==> config.mk <==
export PLATFORM = sky130hd
export DESIGN_NAME = prime_filter_trial_division
export DESIGN_NICKNAME = d
export VERILOG_FILES = /design/src/pftd_pkg.sv /design/src/pftd_ctrl.sv /design/src/pftd_datapath.sv /design/src/pftd_res_fifo.sv /design/src/prime_filter_trial_division.sv
export SDC_FILE = /design/constraint.sdc
export NUM_CORES = 1
export LEC_CHECK = 0
export BUFFER_PORTS_ARGS = -buffer_cell sky130_fd_sc_hd__buf_2
export CORE_AREA = 2 2 198 200
export CTS_BUF_LIST = sky130_fd_sc_hd__clkbuf_8
export DETAILED_ROUTE_END_ITERATION = 12
export DIE_AREA = 0 0 200 202
export HOLD_SLACK_MARGIN = 0.03
export PLACE_DENSITY = 0.5
export SLEW_MARGIN = 5
export SYNTH_ARGS = -nofsm -noshare
export SYNTH_HDL_FRONTEND = slang
export SYNTH_SLANG_ARGS = --single-unit
==> constraint.sdc <==
create_clock -name clk_i -period 5.1 [get_ports clk_i]
set_input_delay 1.53 -clock clk_i [delete_from_list [all_inputs] [get_ports clk_i]]
set_output_delay 1.53 -clock clk_i [all_outputs]
set_load 0.02 [all_outputs]
==> src/pftd_pkg.sv <==
// ----------------------------------------------------------------------------
// pftd_pkg
// Shared types for the trial-division prime filter: controller commands,
// datapath status and the result record.
// ----------------------------------------------------------------------------
`default_nettype none

package pftd_pkg;

  localparam int unsigned PRIME_W = 31;

  // commands from controller to datapath
  typedef struct packed {
    logic load;        // capture the input request
    logic div_start;   // start a division with divisor 2
    logic div_next;    // bump divisor and start the next division
    logic push_prime;  // emit the stored value as a prime result
    logic push_end;    // emit the end marker
  } pftd_cmd_t;

  // status from datapath to controller
  typedef struct packed {
    logic trivial;     // negative, zero or one: never prime
    logic last;        // stored request was the last one of the list
    logic div_busy;    // division in progress
    logic d_gt_q;      // divisor exceeds quotient: no factor left
    logic rem_zero;    // divisor divides the value
    logic res_full;    // result queue cannot take another entry
  } pftd_sts_t;

  typedef struct packed {
    logic               is_end;
    logic [PRIME_W-1:0] prime_value;
  } pftd_res_t;

endpackage

`default_nettype wire

==> src/pftd_ctrl.sv <==
// ----------------------------------------------------------------------------
// pftd_ctrl
// Sequencer: takes one request, steps the divider over divisors 2, 3, ...
// and issues the prime and end-marker results.
// ----------------------------------------------------------------------------
`default_nettype none

module pftd_ctrl (
  input  logic               clk_i,
  input  logic               rst_ni,
  input  logic               in_valid_i,
  output logic               in_ready_o,
  input  pftd_pkg::pftd_sts_t sts_i,
  output pftd_pkg::pftd_cmd_t cmd_o
);
  import pftd_pkg::*;

  typedef enum logic [5:0] {
    S_IDLE   = 6'b000001,
    S_START  = 6'b000010,
    S_DIV    = 6'b000100,
    S_DECIDE = 6'b001000,
    S_PRIME  = 6'b010000,
    S_END    = 6'b100000
  } state_e;

  state_e state_q, state_d;

  always_comb begin
    state_d    = state_q;
    cmd_o      = '0;
    in_ready_o = 1'b0;
    unique case (state_q)
      S_IDLE: begin
        in_ready_o = 1'b1;
        if (in_valid_i) begin
          cmd_o.load = 1'b1;
          state_d    = S_START;
        end
      end
      S_START: begin
        if (sts_i.trivial) begin
          state_d = sts_i.last ? S_END : S_IDLE;
        end else begin
          cmd_o.div_start = 1'b1;
          state_d         = S_DIV;
        end
      end
      S_DIV: begin
        if (!sts_i.div_busy) state_d = S_DECIDE;
      end
      S_DECIDE: begin
        if (sts_i.d_gt_q) begin
          state_d = S_PRIME;
        end else if (sts_i.rem_zero) begin
          state_d = sts_i.last ? S_END : S_IDLE;
        end else begin
          cmd_o.div_next = 1'b1;
          state_d        = S_DIV;
        end
      end
      S_PRIME: begin
        if (!sts_i.res_full) begin
          cmd_o.push_prime = 1'b1;
          state_d          = sts_i.last ? S_END : S_IDLE;
        end
      end
      S_END: begin
        if (!sts_i.res_full) begin
          cmd_o.push_end = 1'b1;
          state_d        = S_IDLE;
        end
      end
      default: state_d = S_IDLE;
    endcase
  end

  always_ff @(posedge clk_i or negedge rst_ni) begin
    if (!rst_ni) begin
      state_q <= S_IDLE;
    end else begin
      state_q <= state_d;
    end
  end

  a_no_push_when_full: assert property (@(posedge clk_i) disable iff (!rst_ni)
    (cmd_o.push_prime || cmd_o.push_end) |-> !sts_i.res_full)
    else $error("result pushed into full queue");

  a_div_cmd_starts: assert property (@(posedge clk_i) disable iff (!rst_ni)
    (cmd_o.div_start || cmd_o.div_next) |=> sts_i.div_busy)
    else $error("division command did not start divider");

  a_trivial_no_div: assert property (@(posedge clk_i) disable iff (!rst_ni)
    (state_q == S_START && sts_i.trivial) |-> !cmd_o.div_start)
    else $error("division started on a value that cannot be prime");

endmodule

`default_nettype wire

==> src/pftd_datapath.sv <==
// ----------------------------------------------------------------------------
// pftd_datapath
// Holds the request, the current divisor and a restoring divider that
// retires one quotient bit per cycle; builds the result records.
// ----------------------------------------------------------------------------
`default_nettype none

module pftd_datapath #(
  parameter int unsigned DATA_WIDTH = 32
) (
  input  logic                  clk_i,
  input  logic                  rst_ni,
  input  logic [DATA_WIDTH-1:0] value_i,
  input  logic                  last_i,
  input  pftd_pkg::pftd_cmd_t   cmd_i,
  input  logic                  res_full_i,
  output pftd_pkg::pftd_sts_t   sts_o,
  output pftd_pkg::pftd_res_t   res_o
);
  import pftd_pkg::*;

  localparam int unsigned MAG_W = DATA_WIDTH - 1;
  localparam int unsigned CNT_W = $clog2(MAG_W);

  logic [MAG_W-1:0] mag_q;
  logic             neg_q;
  logic             last_q;
  logic [MAG_W-1:0] div_q, div_d;    // divisor
  logic [MAG_W-1:0] quo_q, quo_d;    // dividend shifting out, quotient in
  logic [MAG_W-1:0] rem_q, rem_d;
  logic [CNT_W-1:0] cnt_q, cnt_d;
  logic             busy_q, busy_d;

  logic [MAG_W:0]   rem_sh;
  logic [MAG_W:0]   rem_sub;
  logic             take;
  logic [PRIME_W-1:0] prime_val;

  always_ff @(posedge clk_i) begin
    if (cmd_i.load) begin
      mag_q  <= value_i[MAG_W-1:0];
      neg_q  <= value_i[DATA_WIDTH-1];
      last_q <= last_i;
    end
  end

  assign rem_sh  = {rem_q, quo_q[MAG_W-1]};
  assign rem_sub = rem_sh - {1'b0, div_q};
  assign take    = (rem_sh >= {1'b0, div_q});

  always_comb begin
    div_d  = div_q;
    quo_d  = quo_q;
    rem_d  = rem_q;
    cnt_d  = cnt_q;
    busy_d = busy_q;
    if (cmd_i.div_start || cmd_i.div_next) begin
      div_d  = cmd_i.div_start ? MAG_W'(2) : div_q + MAG_W'(1);
      quo_d  = mag_q;
      rem_d  = '0;
      cnt_d  = '0;
      busy_d = 1'b1;
    end else if (busy_q) begin
      rem_d = take ? rem_sub[MAG_W-1:0] : rem_sh[MAG_W-1:0];
      quo_d = {quo_q[MAG_W-2:0], take};
      cnt_d = cnt_q + CNT_W'(1);
      if (cnt_q == CNT_W'(MAG_W - 1)) busy_d = 1'b0;
    end
  end

  always_ff @(posedge clk_i or negedge rst_ni) begin
    if (!rst_ni) begin
      busy_q <= 1'b0;
      cnt_q  <= '0;
    end else begin
      busy_q <= busy_d;
      cnt_q  <= cnt_d;
    end
  end

  always_ff @(posedge clk_i) begin
    div_q <= div_d;
    quo_q <= quo_d;
    rem_q <= rem_d;
  end

  generate
    if (MAG_W >= PRIME_W) begin : g_trunc
      assign prime_val = mag_q[PRIME_W-1:0];
    end else begin : g_ext
      assign prime_val = {{(PRIME_W - MAG_W){1'b0}}, mag_q};
    end
  endgenerate

  assign sts_o.trivial  = neg_q || (mag_q <= MAG_W'(1));
  assign sts_o.last     = last_q;
  assign sts_o.div_busy = busy_q;
  assign sts_o.d_gt_q   = (div_q > quo_q);
  assign sts_o.rem_zero = (rem_q == '0);
  assign sts_o.res_full = res_full_i;

  assign res_o.is_end      = cmd_i.push_end;
  assign res_o.prime_value = cmd_i.push_end ? '0 : prime_val;

  a_busy_ends: assert property (@(posedge clk_i) disable iff (!rst_ni)
    (busy_q && cnt_q == CNT_W'(MAG_W - 1) && !cmd_i.div_start && !cmd_i.div_next)
      |=> !busy_q)
    else $error("divider ran past its last step");

  a_start_clears_cnt: assert property (@(posedge clk_i) disable iff (!rst_ni)
    (cmd_i.div_start || cmd_i.div_next) |=> (cnt_q == '0))
    else $error("division started with stale step count");

  a_div_from_two: assert property (@(posedge clk_i) disable iff (!rst_ni)
    cmd_i.div_start |=> (div_q == MAG_W'(2)))
    else $error("first trial divisor is not two");

endmodule

`default_nettype wire

==> src/pftd_res_fifo.sv <==
// ----------------------------------------------------------------------------
// pftd_res_fifo
// Two-entry result queue between the sequencer and the output stream, so a
// new request can be taken while results wait for the sink.
// ----------------------------------------------------------------------------
`default_nettype none

module pftd_res_fifo (
  input  logic                clk_i,
  input  logic                rst_ni,
  input  logic                push_i,
  input  pftd_pkg::pftd_res_t data_i,
  output logic                full_o,
  output logic                valid_o,
  input  logic                ready_i,
  output pftd_pkg::pftd_res_t data_o
);
  import pftd_pkg::*;

  pftd_res_t  mem_q [2];
  logic       wr_ptr_q, rd_ptr_q;
  logic [1:0] count_q;
  logic       pop;

  assign pop     = valid_o && ready_i;
  assign valid_o = (count_q != 2'd0);
  assign full_o  = (count_q == 2'd2);
  assign data_o  = mem_q[rd_ptr_q];

  always_ff @(posedge clk_i) begin
    if (push_i) mem_q[wr_ptr_q] <= data_i;
  end

  always_ff @(posedge clk_i or negedge rst_ni) begin
    if (!rst_ni) begin
      wr_ptr_q <= 1'b0;
      rd_ptr_q <= 1'b0;
      count_q  <= 2'd0;
    end else begin
      if (push_i) wr_ptr_q <= ~wr_ptr_q;
      if (pop)    rd_ptr_q <= ~rd_ptr_q;
      case ({push_i, pop})
        2'b10:   count_q <= count_q + 2'd1;
        2'b01:   count_q <= count_q - 2'd1;
        default: count_q <= count_q;
      endcase
    end
  end

  a_count_range: assert property (@(posedge clk_i) disable iff (!rst_ni)
    count_q != 2'd3)
    else $error("result queue count out of range");

  a_pop_drains: assert property (@(posedge clk_i) disable iff (!rst_ni)
    (pop && !push_i) |=> (count_q == $past(count_q) - 2'd1))
    else $error("result queue count did not drop on pop");

  a_ptrs_match_empty: assert property (@(posedge clk_i) disable iff (!rst_ni)
    (count_q == 2'd0) |-> (wr_ptr_q == rd_ptr_q))
    else $error("result queue pointers disagree while empty");

endmodule

`default_nettype wire

==> src/prime_filter_trial_division.sv <==
// ----------------------------------------------------------------------------
// prime_filter_trial_division
// Stream filter that passes on only the prime values, then an end marker
// after the request flagged tlast.
// ----------------------------------------------------------------------------
// Each request holds one signed DATA_WIDTH-bit value. Negative values, zero
// and one are dropped without a division; a tlast request then also gets
// its end marker. Otherwise the value is divided by 2, 3, 4, ... until a
// divisor divides it or the divisor exceeds the quotient. Each trial runs
// the DATA_WIDTH-1 steps of the bit-serial restoring divider, then a state
// that sees it finish and a decision state. The divider handles one request
// at a time. Results enter a two-entry queue, so the next request is taken
// while earlier results wait on m_axis_tready.
// ----------------------------------------------------------------------------
`default_nettype none

module prime_filter_trial_division #(
  parameter int unsigned DATA_WIDTH = 32
) (
  input  logic                           clk_i,
  input  logic                           rst_ni,
  input  logic                           s_axis_tvalid,
  output logic                           s_axis_tready,
  input  logic [((DATA_WIDTH+7)/8)*8-1:0] s_axis_tdata,  // [DATA_WIDTH-1:0] value
  input  logic                           s_axis_tlast,  // last
  output logic                           m_axis_tvalid,
  input  logic                           m_axis_tready,
  output logic [31:0]                    m_axis_tdata,  // [30:0] prime_value
  output logic                           m_axis_tlast   // is_end
);
  import pftd_pkg::*;

  pftd_cmd_t cmd;
  pftd_sts_t sts;
  pftd_res_t res_in, res_out;
  logic      res_full;

  pftd_ctrl u_ctrl (
    .clk_i      (clk_i),
    .rst_ni     (rst_ni),
    .in_valid_i (s_axis_tvalid),
    .in_ready_o (s_axis_tready),
    .sts_i      (sts),
    .cmd_o      (cmd)
  );

  pftd_datapath #(
    .DATA_WIDTH (DATA_WIDTH)
  ) u_datapath (
    .clk_i      (clk_i),
    .rst_ni     (rst_ni),
    .value_i    (s_axis_tdata[DATA_WIDTH-1:0]),
    .last_i     (s_axis_tlast),
    .cmd_i      (cmd),
    .res_full_i (res_full),
    .sts_o      (sts),
    .res_o      (res_in)
  );

  pftd_res_fifo u_res_fifo (
    .clk_i   (clk_i),
    .rst_ni  (rst_ni),
    .push_i  (cmd.push_prime || cmd.push_end),
    .data_i  (res_in),
    .full_o  (res_full),
    .valid_o (m_axis_tvalid),
    .ready_i (m_axis_tready),
    .data_o  (res_out)
  );

  assign m_axis_tdata = {1'b0, res_out.prime_value};
  assign m_axis_tlast = res_out.is_end;

endmodule

`default_nettype wire

==> impl_metrics.tcl <==
set metrics [dict create \
    status "finished, final reports clean" \
    synth_cell_types 66 \
    crit_arrival_ns 4.05 \
    finish.utilization_pct 33.85 \
    syn_avg_cell_area_sq_um 10.30 \
    grt_antenna_before_repair 0 \
    io_buffers 70 \
    cts-root-buf "clkbuf_8" \
    vias 8309 \
    die_area_sq_mm 0.04040 \
    setup_viol 0 \
    cts_tree "yes" \
    die_y_um 202 \
    clock_skew_ns 0.02279 \
    postCtsHoldBufs 0 \
    syn_inst 1107 \
    wl_um 27320 \
    ys_ff_latch 206 \
    cts_resized 0 \
    drc 0 \
    grt_max_degree 99 \
    first_global_vias 8231 \
    crit_path_max_incr_delay_ns 0.77 \
    via_per_inst 4.811 \
    num_io_pins 72 \
    cap_violations 0 \
    nets 1286 \
    cts_buffer_depth 3 \
    criticalPathCategory "register to register" \
    slew_violations 0 \
    crit_fanout 98 \
    areaGrowthSynthToFinish_pct 13.72 \
    drt-wirelength-per-cell_um 15.82 \
    hold_path_class "register to register" \
    critPathTopFamily "compound AO/OA/AOI/OAI gates" \
    max_freq_mhz 260.0 \
    layout-drive-gt1-share_pct 15.30 \
    synth_area_sq_mm 0.01140 \
    finalHoldViolations 0 \
    dr.pass1.iters 5 \
    yosysWarnings 0 \
    final_cell_mix "edfxtp_1, nand2_1, inv_1, o21ai_0, nor2_1" \
    crit_required_ns 5.30 \
    hold_path_depth 1 \
    drtIter0Drc 384 \
    mostFrequentLayoutCell "edfxtp_1" \
    synth-edff-count 159 \
    clk_latency_ns 0.55 \
    worstPathCellList "ha_1 -> nand4_1 -> nor4_1 -> a31oi_1 -> o31a_4 -> inv_4 -> o21ai_0" \
    fin_crit_ns 3.846 \
    die_w_um 200 \
    powerDensity_mw_per_mm2 586.6 \
    peakVddDrop_v 0.0001791 \
    crit_cells 7 \
    seq_area_frac_synth_pct 50.86 \
    postPlaceCellArea_sq_mm 0.01225 \
    rows 72 \
    post_cts_buffers 0 \
    crit_path_start_kind "register" \
    rr_worst_depth 7 \
    synthFlopType "edfxtp_1" \
    cp_num_buf_inv 1 \
    grt_usage_pct 13.66 \
    gp_congestion 0.8283 \
    p_leak_nw 5.012 \
    holdWs_ns 0.4920 \
    async_reset_ff_share_pct 7.767 \
    rsz0062_at_grt "no" \
    max_slew_margin_pct 26.27 \
    antenna_cells 0 \
    tightest_slew_ns 1.106 \
    core_sq_mm 0.03829 \
    final_cell_count_no_fill 1727 \
    dp_cells 1662 \
    setup-tns-final_ns 0 \
    crit_slowest_cell "inv_4" \
    cts_buffers 36 \
    grt.overflow.total 0 \
    syn-num-nets 1211 \
    grt_pass1_wl_um 43720 \
    cts.sinks 206 \
    path_clk_slew_ns 0.06 \
    design_area_sq_mm 0.01296 \
    ant_nets 0 \
    hpwl_um 19150 \
    start_util_pct 29.77 \
    htreeDepth 2 \
    fin_crit_sh_pct 75.41 \
    worstSetupEndpointType "register" \
    nFillCells 3915 \
]
-- per-layer routing --
metal / part of all wire (%) / track usage [%] / wire length, um / up-vias
met5: 0 / 0 / 0 / -
met1: 48 / 18.54 / 13170 / 3949
met2: 45 / 21.96 / 12420 / 150
li1: - / - / - / 4170
met3: 4.5 / 2.753 / 1241 / 40
met4: 1.8 / 3.968 / 482 / 0
-- synthesized netlist by cell type, types with 3 or more instances --
cell | n | area, sq um
a211oi_1 | 4 | 30.03
a21o_1 | 14 | 105.1
a21oi_1 | 52 | 260.3
a31oi_1 | 33 | 206.5
and2_1 | 39 | 244.0
and3_1 | 4 | 25.02
and4_1 | 4 | 35.03
buf_2 | 8 | 40.04
buf_4 | 4 | 30.03
clkbuf_1 | 26 | 97.59
dfrtp_1 | 15 | 375.4
dfxtp_1 | 31 | 620.6
edfxtp_1 | 159 | 4775
ha_1 | 66 | 825.8
inv_1 | 79 | 296.5
mux2_2 | 35 | 394.1
nand2_1 | 127 | 476.7
nand2b_1 | 12 | 75.07
nand3_1 | 28 | 140.1
nand3b_1 | 4 | 30.03
nand4_1 | 26 | 162.7
nor2_1 | 73 | 274.0
nor2b_1 | 6 | 37.54
nor3_1 | 13 | 65.06
nor3b_1 | 5 | 37.54
nor4_1 | 19 | 118.9
nor4b_1 | 3 | 26.28
o211ai_1 | 7 | 52.55
o21a_1 | 4 | 30.03
o21ai_0 | 86 | 430.4
o21ai_2 | 4 | 35.03
o21bai_1 | 6 | 45.04
o31ai_1 | 3 | 22.52
or2_2 | 5 | 31.28
or3_1 | 6 | 37.54
xnor2_1 | 46 | 402.9
xor2_1 | 12 | 105.1
-- metrics by stage --
step           total power [W]  setup slack, ns
6_report              0.007603            1.254
5_1_grt               0.008244            1.028
3_5_place_dp          0.006093            1.246
4_1_cts               0.007691            1.185
2_1_floorplan         0.005250            2.058
3_3_place_gp          0.006074            1.162
-- sequential cells by signal (all words and copies together), names as in the netlist --
signal               count
u_res_fifo.mem_q        64
u_datapath.div_q        31
u_datapath.mag_q        31
u_datapath.quo_q        31
u_datapath.rem_q        31
u_ctrl.state_q           6
u_datapath.cnt_q         5
u_res_fifo.count_q       2
u_datapath.busy_q        1
u_datapath.last_q        1
u_datapath.neg_q         1
u_res_fifo.rd_ptr_q      1
u_res_fifo.wr_ptr_q      1
-- logic make-up (layout without fill, tap and decap cells) --
family | count (synthesis) | after routing | synth area share (%)
multiplexers | 37 | 37 | 3.634
flip-flops | 206 | 206 | 50.86
buffers and inverters | 122 | 224 | 4.677
adder cells (fa/ha/maj) | 67 | 67 | 7.421
AND/OR/NAND/NOR | 380 | 380 | 16.40
other | 1 | 1 | 0.03290
AO/OA/AOI/OAI | 236 | 236 | 12.52
XOR/XNOR | 58 | 58 | 4.457
-- cell type report --
class                           instances  area (sq um)  share of cell area (%)
Sequential cell                       206          5798                   44.73
Multi-Input combinational cell        779          5079                   39.18
Tap cell                              518         648.1                   5.000
Clock buffer                           37         509.2                   3.929
Timing Repair Buffer                   79         417.9                   3.224
Inverter                               80         302.8                   2.336
Clock inverter                         28         206.4                   1.593
-- report_power, final --
group / leakage (nW) / internal, W / total [W] / switching (W)
combinational: 2.68 / 0.00133 / 0.00333 / 0.00200
clock: 0.393 / 0.000836 / 0.00155 / 0.000713
sequential: 1.94 / 0.00238 / 0.00272 / 0.000342
-- path summary, 6_finish.rpt --
kind / startpoint / end / slack [ns]
max in group asynchronous: rst_ni / u_ctrl.state_q[0]$_DFFE_PN1P_ / 3.87
worst min register to register: u_res_fifo.count_q[1]$_DFFE_PN0P_ / u_res_fifo.count_q[1]$_DFFE_PN0P_ / 0.49
worst max register to register: u_datapath.div_q[23]$_SDFFCE_PP0P_ / u_datapath.quo_q[30]$_DFFE_PP_ / 1.25
worst min-delay path: u_res_fifo.count_q[1]$_DFFE_PN0P_ / u_res_fifo.count_q[1]$_DFFE_PN0P_ / 0.49
worst max-delay path: u_datapath.div_q[23]$_SDFFCE_PP0P_ / u_datapath.quo_q[30]$_DFFE_PP_ / 1.25
min in group asynchronous: rst_ni / u_ctrl.state_q[2]$_DFFE_PN0P_ / 0.91
Note: power is estimated with default switching activity, not from simulation.
